**config.mk**
```make
export PLATFORM = sky130hd
export DESIGN_NAME = cubic_bezier_point_generator_unit
export DESIGN_NICKNAME = d
export VERILOG_FILES = /design/src/hw/rtl/cbpg_pkg.sv /design/src/hw/rtl/cbpg_front.sv /design/src/hw/rtl/cbpg_queue.sv /design/src/hw/rtl/cbpg_back.sv /design/src/hw/rtl/cubic_bezier_point_generator_unit.sv
export VERILOG_INCLUDE_DIRS = /design/src /design/src/hw/rtl
export SDC_FILE = /design/constraint.sdc
export NUM_CORES = 2
export LEC_CHECK = 0
export ABC_AREA = 1
export ABC_CLOCK_PERIOD_IN_PS = 10100
export BUFFER_PORTS_ARGS = -buffer_cell sky130_fd_sc_hd__clkbuf_2
export CORE_MARGIN = 2
export CORE_UTILIZATION = 65
export CTS_BUF_LIST = sky130_fd_sc_hd__clkbuf_16
export DETAILED_ROUTE_END_ITERATION = 8
export GPL_ROUTABILITY_DRIVEN = 0
export PLACE_DENSITY = 0.89
export SYNTH_ARGS = -nofsm -noshare
export SYNTH_HDL_FRONTEND = slang
export SYNTH_HIERARCHICAL = 1
export SYNTH_SLANG_ARGS = --single-unit
```
**constraint.sdc**
```tcl
create_clock -name aclk -period 10.1 [get_ports aclk]
set_clock_uncertainty 0.1 [all_clocks]
set_input_delay 2.02 -clock aclk [delete_from_list [all_inputs] [get_ports aclk]]
set_output_delay 2.02 -clock aclk [all_outputs]
set_load 0.02 [all_outputs]
```
**src/hw/rtl/cubic_bezier_point_generator_unit_macros.svh**
```systemverilog
// ----------------------------------------------------------------------------
// Assertion macros
// Shorthand for the concurrent checks of the Bezier point generator.
// ----------------------------------------------------------------------------
`ifndef CUBIC_BEZIER_POINT_GENERATOR_UNIT_MACROS_SVH
`define CUBIC_BEZIER_POINT_GENERATOR_UNIT_MACROS_SVH

// same-cycle implication
`define CBPG_ASSERT_IMP(label, clk, rst_n, ante, cons, msg) \
    label: assert property (@(posedge clk) disable iff (!(rst_n)) (ante) |-> (cons)) \
        else $error(msg);

// next-cycle implication
`define CBPG_ASSERT_NXT(label, clk, rst_n, ante, cons, msg) \
    label: assert property (@(posedge clk) disable iff (!(rst_n)) (ante) |=> (cons)) \
        else $error(msg);

`endif

```
**src/hw/rtl/cbpg_pkg.sv**
```systemverilog
`timescale 1ns / 1ps
// ----------------------------------------------------------------------------
// cbpg_pkg
// Widths, types and sequencer codes shared by the Bezier point generator.
// ----------------------------------------------------------------------------
package cbpg_pkg;

    localparam int STEPS_LOG2 = 11;
    localparam int STEPS      = 1 << STEPS_LOG2;

    localparam int K_W      = STEPS_LOG2;
    localparam int R_W      = K_W + 1;
    localparam int RR_W     = 2 * K_W + 1;
    localparam int BASIS_W  = 3 * K_W + 1;
    localparam int SHIFT    = 3 * K_W;
    localparam int COORD_W  = 16;
    localparam int MUL_B_W  = COORD_W + 1;
    localparam int PROD_W   = BASIS_W + 1 + MUL_B_W;
    localparam int ACC_W    = 3 * K_W + COORD_W + 1;
    localparam int WSUM_W   = BASIS_W + 2;

    localparam logic [ACC_W-1:0]   DIV_BIAS  = ACC_W'({SHIFT{1'b1}});
    localparam logic [WSUM_W-1:0]  WSUM_FULL = WSUM_W'(1) << SHIFT;

    localparam int S_TDATA_W = 8;
    localparam int M_TDATA_W = 2 * COORD_W;

    localparam int NUM_REGS   = 8;
    localparam int CFG_ADDR_W = 3;

    localparam logic [CFG_ADDR_W-1:0] REG_CTRL_X0 = 3'd0;
    localparam logic [CFG_ADDR_W-1:0] REG_CTRL_X1 = 3'd1;
    localparam logic [CFG_ADDR_W-1:0] REG_CTRL_X2 = 3'd2;
    localparam logic [CFG_ADDR_W-1:0] REG_CTRL_X3 = 3'd3;
    localparam logic [CFG_ADDR_W-1:0] REG_CTRL_Y0 = 3'd4;
    localparam logic [CFG_ADDR_W-1:0] REG_CTRL_Y1 = 3'd5;
    localparam logic [CFG_ADDR_W-1:0] REG_CTRL_Y2 = 3'd6;
    localparam logic [CFG_ADDR_W-1:0] REG_CTRL_Y3 = 3'd7;

    localparam int STEP_W = 4;

    // multiplier operations, one issued per sequencer step
    localparam logic [STEP_W-1:0] OP_RR = 4'd0;
    localparam logic [STEP_W-1:0] OP_KK = 4'd1;
    localparam logic [STEP_W-1:0] OP_B0 = 4'd2;
    localparam logic [STEP_W-1:0] OP_B1 = 4'd3;
    localparam logic [STEP_W-1:0] OP_B2 = 4'd4;
    localparam logic [STEP_W-1:0] OP_B3 = 4'd5;
    localparam logic [STEP_W-1:0] OP_X0 = 4'd6;
    localparam logic [STEP_W-1:0] OP_Y0 = 4'd7;
    localparam logic [STEP_W-1:0] OP_X1 = 4'd8;
    localparam logic [STEP_W-1:0] OP_Y1 = 4'd9;
    localparam logic [STEP_W-1:0] OP_X2 = 4'd10;
    localparam logic [STEP_W-1:0] OP_Y2 = 4'd11;
    localparam logic [STEP_W-1:0] OP_X3 = 4'd12;
    localparam logic [STEP_W-1:0] OP_Y3 = 4'd13;
    localparam logic [STEP_W-1:0] STEP_LAST = 4'd14;

    localparam int Q_DEPTH = 2;
    localparam int Q_PTR_W = 1;
    localparam int Q_CNT_W = 2;

    typedef logic signed [COORD_W-1:0] coord_t;

    typedef struct packed {
        logic [K_W-1:0] k;
        logic           last;
    } step_item_t;

    typedef struct packed {
        logic idle;
        logic pop;
        logic weight_chk;
        logic weight_ok;
    } back_stat_t;

    typedef enum logic [2:0] {
        ST_IDLE = 3'b001,
        ST_CALC = 3'b010,
        ST_EMIT = 3'b100
    } back_state_t;

endpackage

```
**src/hw/rtl/cbpg_front.sv**
```systemverilog
`timescale 1ns / 1ps
// ----------------------------------------------------------------------------
// cbpg_front
// Takes tick transactions, applies restart and tracks the curve step.
// ----------------------------------------------------------------------------
module cbpg_front import cbpg_pkg::*; (
    input  logic       aclk,
    input  logic       aresetn,
    input  logic       in_valid,
    output logic       in_ready,
    input  logic       restart,
    output logic       item_valid,
    input  logic       item_ready,
    output step_item_t item
);

    logic [K_W-1:0] step_reg;
    logic [K_W-1:0] step_next;
    logic [K_W-1:0] k_sel;

    assign k_sel      = restart ? '0 : step_reg;
    assign step_next  = k_sel + K_W'(1);
    assign item.k     = k_sel;
    assign item.last  = (k_sel == K_W'(STEPS - 1));
    assign item_valid = in_valid;
    assign in_ready   = item_ready;

    always_ff @(posedge aclk) begin
        if (!aresetn) begin
            step_reg <= '0;
        end else if (in_valid && item_ready) begin
            step_reg <= step_next;
        end
    end

endmodule

```
**src/hw/rtl/cbpg_queue.sv**
```systemverilog
`timescale 1ns / 1ps
// ----------------------------------------------------------------------------
// cbpg_queue
// Two-entry FIFO between the step tracker and the arithmetic sequencer.
// ----------------------------------------------------------------------------
module cbpg_queue import cbpg_pkg::*; (
    input  logic       aclk,
    input  logic       aresetn,
    input  logic       in_valid,
    output logic       in_ready,
    input  step_item_t in_item,
    output logic       out_valid,
    input  logic       out_ready,
    output step_item_t out_item
);

    step_item_t         mem_reg [Q_DEPTH];
    logic [Q_PTR_W-1:0] wr_ptr_reg;
    logic [Q_PTR_W-1:0] rd_ptr_reg;
    logic [Q_CNT_W-1:0] count_reg;
    logic               push;
    logic               pop;

    assign in_ready  = (count_reg != Q_CNT_W'(Q_DEPTH));
    assign out_valid = (count_reg != '0);
    assign push      = in_valid && in_ready;
    assign pop       = out_valid && out_ready;
    assign out_item  = mem_reg[rd_ptr_reg];

    always_ff @(posedge aclk) begin
        if (!aresetn) begin
            wr_ptr_reg <= '0;
            rd_ptr_reg <= '0;
            count_reg  <= '0;
        end else begin
            if (push) begin
                wr_ptr_reg <= wr_ptr_reg + Q_PTR_W'(1);
            end
            if (pop) begin
                rd_ptr_reg <= rd_ptr_reg + Q_PTR_W'(1);
            end
            if (push && !pop) begin
                count_reg <= count_reg + Q_CNT_W'(1);
            end else if (pop && !push) begin
                count_reg <= count_reg - Q_CNT_W'(1);
            end
        end
    end

    always_ff @(posedge aclk) begin
        if (push) begin
            mem_reg[wr_ptr_reg] <= in_item;
        end
    end

endmodule

```
**src/hw/rtl/cbpg_back.sv**
```systemverilog
`timescale 1ns / 1ps
// ----------------------------------------------------------------------------
// cbpg_back
// Evaluates the Bernstein sum for one step through a shared multiplier,
// divides by STEPS cubed toward zero and holds the point for the output.
// ----------------------------------------------------------------------------
module cbpg_back import cbpg_pkg::*; (
    input  logic                  aclk,
    input  logic                  aresetn,
    input  coord_t [NUM_REGS-1:0] ctrl,
    input  logic                  item_valid,
    output logic                  item_ready,
    input  step_item_t            item,
    output logic                  out_valid,
    input  logic                  out_ready,
    output coord_t                point_x,
    output coord_t                point_y,
    output logic                  last_point,
    output back_stat_t            stat
);

    back_state_t state_reg;
    back_state_t state_next;
    logic [STEP_W-1:0] step_reg;
    logic [STEP_W-1:0] wb_op;
    logic              out_valid_reg;
    logic              emit_load;
    logic              pop;

    logic [K_W-1:0]     k_reg;
    logic [R_W-1:0]     r_reg;
    logic               last_reg;
    logic [RR_W-1:0]    rr_reg;
    logic [RR_W-1:0]    kk_reg;
    logic [BASIS_W-1:0] b0_reg;
    logic [BASIS_W-1:0] b1_reg;
    logic [BASIS_W-1:0] b2_reg;
    logic [BASIS_W-1:0] b3_reg;
    logic signed [ACC_W-1:0]  acc_x_reg;
    logic signed [ACC_W-1:0]  acc_y_reg;
    logic signed [PROD_W-1:0] prod_reg;
    logic signed [PROD_W-1:0] prod_next;
    coord_t point_x_reg;
    coord_t point_y_reg;
    logic   last_out_reg;

    logic [BASIS_W-1:0]       mul_a;
    logic signed [MUL_B_W-1:0] mul_b;
    logic [BASIS_W-1:0]       prod_lo;
    logic [BASIS_W-1:0]       prod_x3;
    logic [ACC_W-1:0]         bias_x;
    logic [ACC_W-1:0]         bias_y;
    logic [WSUM_W-1:0]        weight_sum;

    assign pop        = (state_reg == ST_IDLE) && item_valid;
    assign item_ready = (state_reg == ST_IDLE);
    assign emit_load  = (state_reg == ST_EMIT) && (!out_valid_reg || out_ready);
    assign wb_op      = step_reg - STEP_W'(1);

    always_comb begin
        mul_a = '0;
        mul_b = '0;
        case (step_reg)
            OP_RR: begin mul_a = BASIS_W'(r_reg);  mul_b = MUL_B_W'(r_reg); end
            OP_KK: begin mul_a = BASIS_W'(k_reg);  mul_b = MUL_B_W'(k_reg); end
            OP_B0: begin mul_a = BASIS_W'(rr_reg); mul_b = MUL_B_W'(r_reg); end
            OP_B1: begin mul_a = BASIS_W'(rr_reg); mul_b = MUL_B_W'(k_reg); end
            OP_B2: begin mul_a = BASIS_W'(kk_reg); mul_b = MUL_B_W'(r_reg); end
            OP_B3: begin mul_a = BASIS_W'(kk_reg); mul_b = MUL_B_W'(k_reg); end
            OP_X0: begin mul_a = b0_reg; mul_b = MUL_B_W'(ctrl[REG_CTRL_X0]); end
            OP_Y0: begin mul_a = b0_reg; mul_b = MUL_B_W'(ctrl[REG_CTRL_Y0]); end
            OP_X1: begin mul_a = b1_reg; mul_b = MUL_B_W'(ctrl[REG_CTRL_X1]); end
            OP_Y1: begin mul_a = b1_reg; mul_b = MUL_B_W'(ctrl[REG_CTRL_Y1]); end
            OP_X2: begin mul_a = b2_reg; mul_b = MUL_B_W'(ctrl[REG_CTRL_X2]); end
            OP_Y2: begin mul_a = b2_reg; mul_b = MUL_B_W'(ctrl[REG_CTRL_Y2]); end
            OP_X3: begin mul_a = b3_reg; mul_b = MUL_B_W'(ctrl[REG_CTRL_X3]); end
            OP_Y3: begin mul_a = b3_reg; mul_b = MUL_B_W'(ctrl[REG_CTRL_Y3]); end
            default: begin
                mul_a = '0;
                mul_b = '0;
            end
        endcase
    end

    assign prod_next = PROD_W'(signed'({1'b0, mul_a})) * PROD_W'(mul_b);
    assign prod_lo   = prod_reg[BASIS_W-1:0];
    assign prod_x3   = {prod_lo[BASIS_W-2:0], 1'b0} + prod_lo;

    // truncation toward zero: bias negative sums before the shift
    assign bias_x = acc_x_reg + (acc_x_reg[ACC_W-1] ? DIV_BIAS : '0);
    assign bias_y = acc_y_reg + (acc_y_reg[ACC_W-1] ? DIV_BIAS : '0);

    assign weight_sum = WSUM_W'(b0_reg) + WSUM_W'(b1_reg) + WSUM_W'(b2_reg)
                      + WSUM_W'(b3_reg);

    always_comb begin
        state_next = state_reg;
        case (state_reg)
            ST_IDLE: begin
                if (item_valid) begin
                    state_next = ST_CALC;
                end
            end
            ST_CALC: begin
                if (step_reg == STEP_LAST) begin
                    state_next = ST_EMIT;
                end
            end
            ST_EMIT: begin
                if (emit_load) begin
                    state_next = ST_IDLE;
                end
            end
            default: state_next = ST_IDLE;
        endcase
    end

    always_ff @(posedge aclk) begin
        if (!aresetn) begin
            state_reg     <= ST_IDLE;
            step_reg      <= '0;
            out_valid_reg <= 1'b0;
        end else begin
            state_reg <= state_next;
            if (pop) begin
                step_reg <= '0;
            end else if (state_reg == ST_CALC) begin
                step_reg <= step_reg + STEP_W'(1);
            end
            if (emit_load) begin
                out_valid_reg <= 1'b1;
            end else if (out_ready) begin
                out_valid_reg <= 1'b0;
            end
        end
    end

    always_ff @(posedge aclk) begin
        prod_reg <= prod_next;
        if (pop) begin
            k_reg    <= item.k;
            r_reg    <= R_W'(STEPS) - R_W'(item.k);
            last_reg <= item.last;
        end
        if (state_reg == ST_CALC) begin
            case (wb_op)
                OP_RR: rr_reg <= prod_reg[RR_W-1:0];
                OP_KK: kk_reg <= prod_reg[RR_W-1:0];
                OP_B0: b0_reg <= prod_lo;
                OP_B1: b1_reg <= prod_x3;
                OP_B2: b2_reg <= prod_x3;
                OP_B3: b3_reg <= prod_lo;
                OP_X0: acc_x_reg <= prod_reg[ACC_W-1:0];
                OP_Y0: acc_y_reg <= prod_reg[ACC_W-1:0];
                OP_X1, OP_X2, OP_X3: acc_x_reg <= acc_x_reg + prod_reg[ACC_W-1:0];
                OP_Y1, OP_Y2, OP_Y3: acc_y_reg <= acc_y_reg + prod_reg[ACC_W-1:0];
                default: ;
            endcase
        end
        if (emit_load) begin
            point_x_reg  <= bias_x[SHIFT+COORD_W-1:SHIFT];
            point_y_reg  <= bias_y[SHIFT+COORD_W-1:SHIFT];
            last_out_reg <= last_reg;
        end
    end

    assign out_valid  = out_valid_reg;
    assign point_x    = point_x_reg;
    assign point_y    = point_y_reg;
    assign last_point = last_out_reg;

    assign stat.idle       = (state_reg == ST_IDLE);
    assign stat.pop        = pop;
    assign stat.weight_chk = (state_reg == ST_CALC) && (step_reg == OP_Y0);
    assign stat.weight_ok  = (weight_sum == WSUM_FULL);

endmodule

```
**src/hw/rtl/cubic_bezier_point_generator_unit.sv**
```systemverilog
`timescale 1ns / 1ps
// ----------------------------------------------------------------------------
// cubic_bezier_point_generator_unit
// Emits one point of a cubic Bezier curve per tick, stepping t = k/STEPS.
// ----------------------------------------------------------------------------
//  Channel   Ports            Payload
//  tick in   s_axis_*         tdata[0] restart
//  point out m_axis_*         tdata[15:0] x, tdata[31:16] y, tlast last point
//  config    cfg_we/addr/wdata  control point coordinates, index 0..7
//
//  In the sequencer a point is taken from the queue, then passes 15 steps
//  through the single 34x17 multiplier (basis terms, then eight products)
//  and is rounded toward zero into the output register.
//  Ticks are taken at one per cycle until the two-entry queue fills.
//  aresetn is synchronous; it clears the step, the queue, the sequencer state
//  and the control-point registers. The output register holds a point under
//  m_axis_tready low; the sequencer waits in its last state only until that register frees.
// ----------------------------------------------------------------------------
`include "cubic_bezier_point_generator_unit_macros.svh"

module cubic_bezier_point_generator_unit import cbpg_pkg::*; (
    input  logic                  aclk,
    input  logic                  aresetn,
    input  logic                  s_axis_tvalid,
    output logic                  s_axis_tready,
    input  logic [S_TDATA_W-1:0]  s_axis_tdata,   // [0] restart
    output logic                  m_axis_tvalid,
    input  logic                  m_axis_tready,
    output logic [M_TDATA_W-1:0]  m_axis_tdata,   // [15:0] point_x, [31:16] point_y
    output logic                  m_axis_tlast,
    input  logic                  cfg_we,
    input  logic [CFG_ADDR_W-1:0] cfg_addr,
    input  logic [COORD_W-1:0]    cfg_wdata
);

    coord_t [NUM_REGS-1:0] ctrl_reg;

    step_item_t front_item;
    logic       front_valid;
    logic       front_ready;
    step_item_t q_item;
    logic       q_valid;
    logic       q_ready;
    coord_t     point_x;
    coord_t     point_y;
    back_stat_t back_stat;

    always_ff @(posedge aclk) begin
        if (!aresetn) begin
            ctrl_reg <= '0;
        end else if (cfg_we) begin
            ctrl_reg[cfg_addr] <= coord_t'(cfg_wdata);
        end
    end

    cbpg_front u_front (
        .aclk       (aclk),
        .aresetn    (aresetn),
        .in_valid   (s_axis_tvalid),
        .in_ready   (s_axis_tready),
        .restart    (s_axis_tdata[0]),
        .item_valid (front_valid),
        .item_ready (front_ready),
        .item       (front_item)
    );

    cbpg_queue u_queue (
        .aclk      (aclk),
        .aresetn   (aresetn),
        .in_valid  (front_valid),
        .in_ready  (front_ready),
        .in_item   (front_item),
        .out_valid (q_valid),
        .out_ready (q_ready),
        .out_item  (q_item)
    );

    cbpg_back u_back (
        .aclk       (aclk),
        .aresetn    (aresetn),
        .ctrl       (ctrl_reg),
        .item_valid (q_valid),
        .item_ready (q_ready),
        .item       (q_item),
        .out_valid  (m_axis_tvalid),
        .out_ready  (m_axis_tready),
        .point_x    (point_x),
        .point_y    (point_y),
        .last_point (m_axis_tlast),
        .stat       (back_stat)
    );

    assign m_axis_tdata = {point_y, point_x};

    `CBPG_ASSERT_IMP(a_weight_sum, aclk, aresetn, back_stat.weight_chk, back_stat.weight_ok, "basis weights do not sum to STEPS cubed")
    `CBPG_ASSERT_IMP(a_out_from_seq, aclk, aresetn, $rose(m_axis_tvalid), $past(!back_stat.idle), "point shown without a busy sequencer")
    `CBPG_ASSERT_NXT(a_pop_starts, aclk, aresetn, back_stat.pop, !back_stat.idle, "sequencer did not start on a popped step")

endmodule

```
==> flow_summary_export.csv <==
group,metric,value,unit
status,status,"finished, violations left",
status,failed_checks,"design-rule violations, max-capacitance violations, max-slew violations",
timing,fmaxAchievable,103,MHz
floorplanning,coreArea,79100,sq um
logic_synthesis,yosysWarnings,6,
cells_and_area,nets,7219,
flow_run,maxCapViolCount,1,
global_route,track_usage,0.388,
setup_path,crit_path_frequent_cell,"inv_1",
clocking,cts_tree,"built",
timing,finalHoldViolCount,0,
cells_and_area,final_cell_area,55200,sq um
clocking,cts_sinks,564,
global_route,grt_pass1_vias,46600,
clocking,clk_pin_slew,0.07,ns
clocking,cts_buffers,57,
cells_and_area,fillers,5615,
floorplanning,rows,103,
timing,slew_headroom,-0.0272,
detailed_routing,drt_iter0_drc,6198,
clocking,htreeDepth,2,
setup_path,critical_path_class,"reg2reg",
setup_path,required,10.49,ns
timing,slew_viol_final,2,
timing,final.setup.worst_slack,0.412,ns
clocking,post_cts_buffers,0,
placement,pre_cts_ws,0.779,ns
logic_synthesis,syn-num-nets,7197,
detailed_routing,dr_total_vias,46100,
cells_and_area,largest_register_ffs,128,
floorplanning,ioPinCount,67,
detailed_routing,firstDrtPassIters,9,
floorplanning,die_h,287,um
timing,period_share,0.959,
timing,setup_viol,0,
floorplanning,die_area,82300,sq um
detailed_routing,drc,2,
logic_synthesis,synthCells,6329,
global_route,grt_overflow,0,
cells_and_area,drive_gt1_frac,0.0649,
setup_path,crit_fanout,27,
global_route,grt_max_degree,108,
timing,rsz0062_at_grt,"false",
placement,placed_cell_area,53300,sq um
global_route,antenna_found_initial,3,
floorplanning,die_w,287,um
detailed_routing,wl_per_cell,21.4,um
setup_path,end_kind,"register",
timing,period_needed,9.69,ns
detailed_routing,avgViaCountPerCell,6.19,
placement,dp_hpwl,117,mm
clocking,clk_latency,0.68,ns
clocking,cts_root_buf,"clkbuf_16",
cells_and_area,syn_to_final_growth,6.02,%
logic_synthesis,synth.avg_cell_area,8.22,sq um
setup_path,slowest_delay,0.61,ns
logic_synthesis,netlist_area,52000,sq um
setup_path,crit_arrival,10.08,ns
floorplanning,initial_core_util,0.658,
setup_path,cp_slowest_cell,"o21ai_0",
detailed_routing,wl,160,mm
hold_path,hold_path.class,"reg2reg",
clocking,clockBufferDepth,3,
detailed_routing,ant_nets,0,
global_route,grt_pass1_wl,248,mm
timing,tightest_slew,1.53,ns
setup_path,crit_path_start_kind,"register",
timing,setup_tns,0,ns
placement,io_buffers,59,
-- layout make-up --
type	count	area, sq um	area share
Clock inverter	47	370	0.00671
Clock buffer	59	1480	0.0268
Antenna cell	5	12.5	0.000227
Tap cell	1050	1310	0.0238
Multi-Input combinational cell	4391	31700	0.574
Inverter	1198	4510	0.0818
Timing Repair Buffer	139	898	0.0163
Sequential cell	564	14900	0.270
-- layer usage --
metal	vias to the layer above	track usage	part of all wire
met3	1007	0.139	0.15
met4	4	0.304	0.096
met5	-	0	0.00016
met2	3497	0.584	0.42
li1	20200	-	-
met1	21400	0.453	0.33
-- critical path: cells and delay by family (launching register included) --
family	cells	cell delay [ns]
adder cells (fa/ha/maj)	8	3.71
AND/OR/NAND/NOR	8	1.83
flip-flops	1	0.38
XOR/XNOR	1	0.40
AO/OA/AOI/OAI	4	1.22
buffers and inverters	11	1.80
-- cell usage in the layout (no fill, tap or decap), types with 11 or more instances in the layout --
master / instances
nand3b_1: 18
a21oi_1: 332
a22o_1: 60
inv_2: 47
clkinv_1: 18
a31oi_1: 31
nor4_1: 11
a21boi_0: 14
inv_1: 1154
edfxtp_1: 362
a22oi_1: 14
clkbuf_16: 59
or2_2: 23
o21ai_0: 280
nor2_1: 772
nor2_4: 19
nor2_2: 18
nand2_1: 1238
a21o_1: 38
buf_4: 81
dfxtp_1: 202
o21a_1: 26
xor2_1: 88
clkbuf_2: 58
a221oi_1: 13
nand4_1: 46
fa_1: 482
a221oi_2: 14
xnor2_1: 67
nor3_1: 48
ha_1: 354
o211ai_1: 13
nor4_4: 12
nand3_1: 247
-- per-stage QoR --
stage          std cells   util  hold slack (ns)
5_1_grt             7448  0.697            0.350
4_1_cts             7448  0.697            0.315
6_report            7453  0.697            0.315
2_1_floorplan       6329      -            0.300
3_3_place_gp        7342  0.674            0.307
3_5_place_dp        7342  0.674            0.306
-- worst paths after layout --
kind	from	to	slack (ns)	depth (start not counted)
hold reg to reg	u_back/last_reg$_DFFE_PP_	u_back/last_point$_DFFE_PP_	0.32	0
setup reg to reg	u_back/step_reg[0]$_SDFFE_PP0P_	u_back/prod_reg[36]$_DFF_P_	0.41	32
setup / recovery	u_back/step_reg[0]$_SDFFE_PP0P_	u_back/prod_reg[36]$_DFF_P_	0.41	32
hold / removal	u_back/last_reg$_DFFE_PP_	u_back/last_point$_DFFE_PP_	0.32	0
-- what timing repair did --
action	CTS	global route
resized for setup	0	1
endpoints found under the hold margin	0	0
endpoints found under the setup margin	0	1
hold buffers	0	0
Power is not shown: default switching activity piles up to over one toggle a cycle in this logic, so the estimate is an artifact.
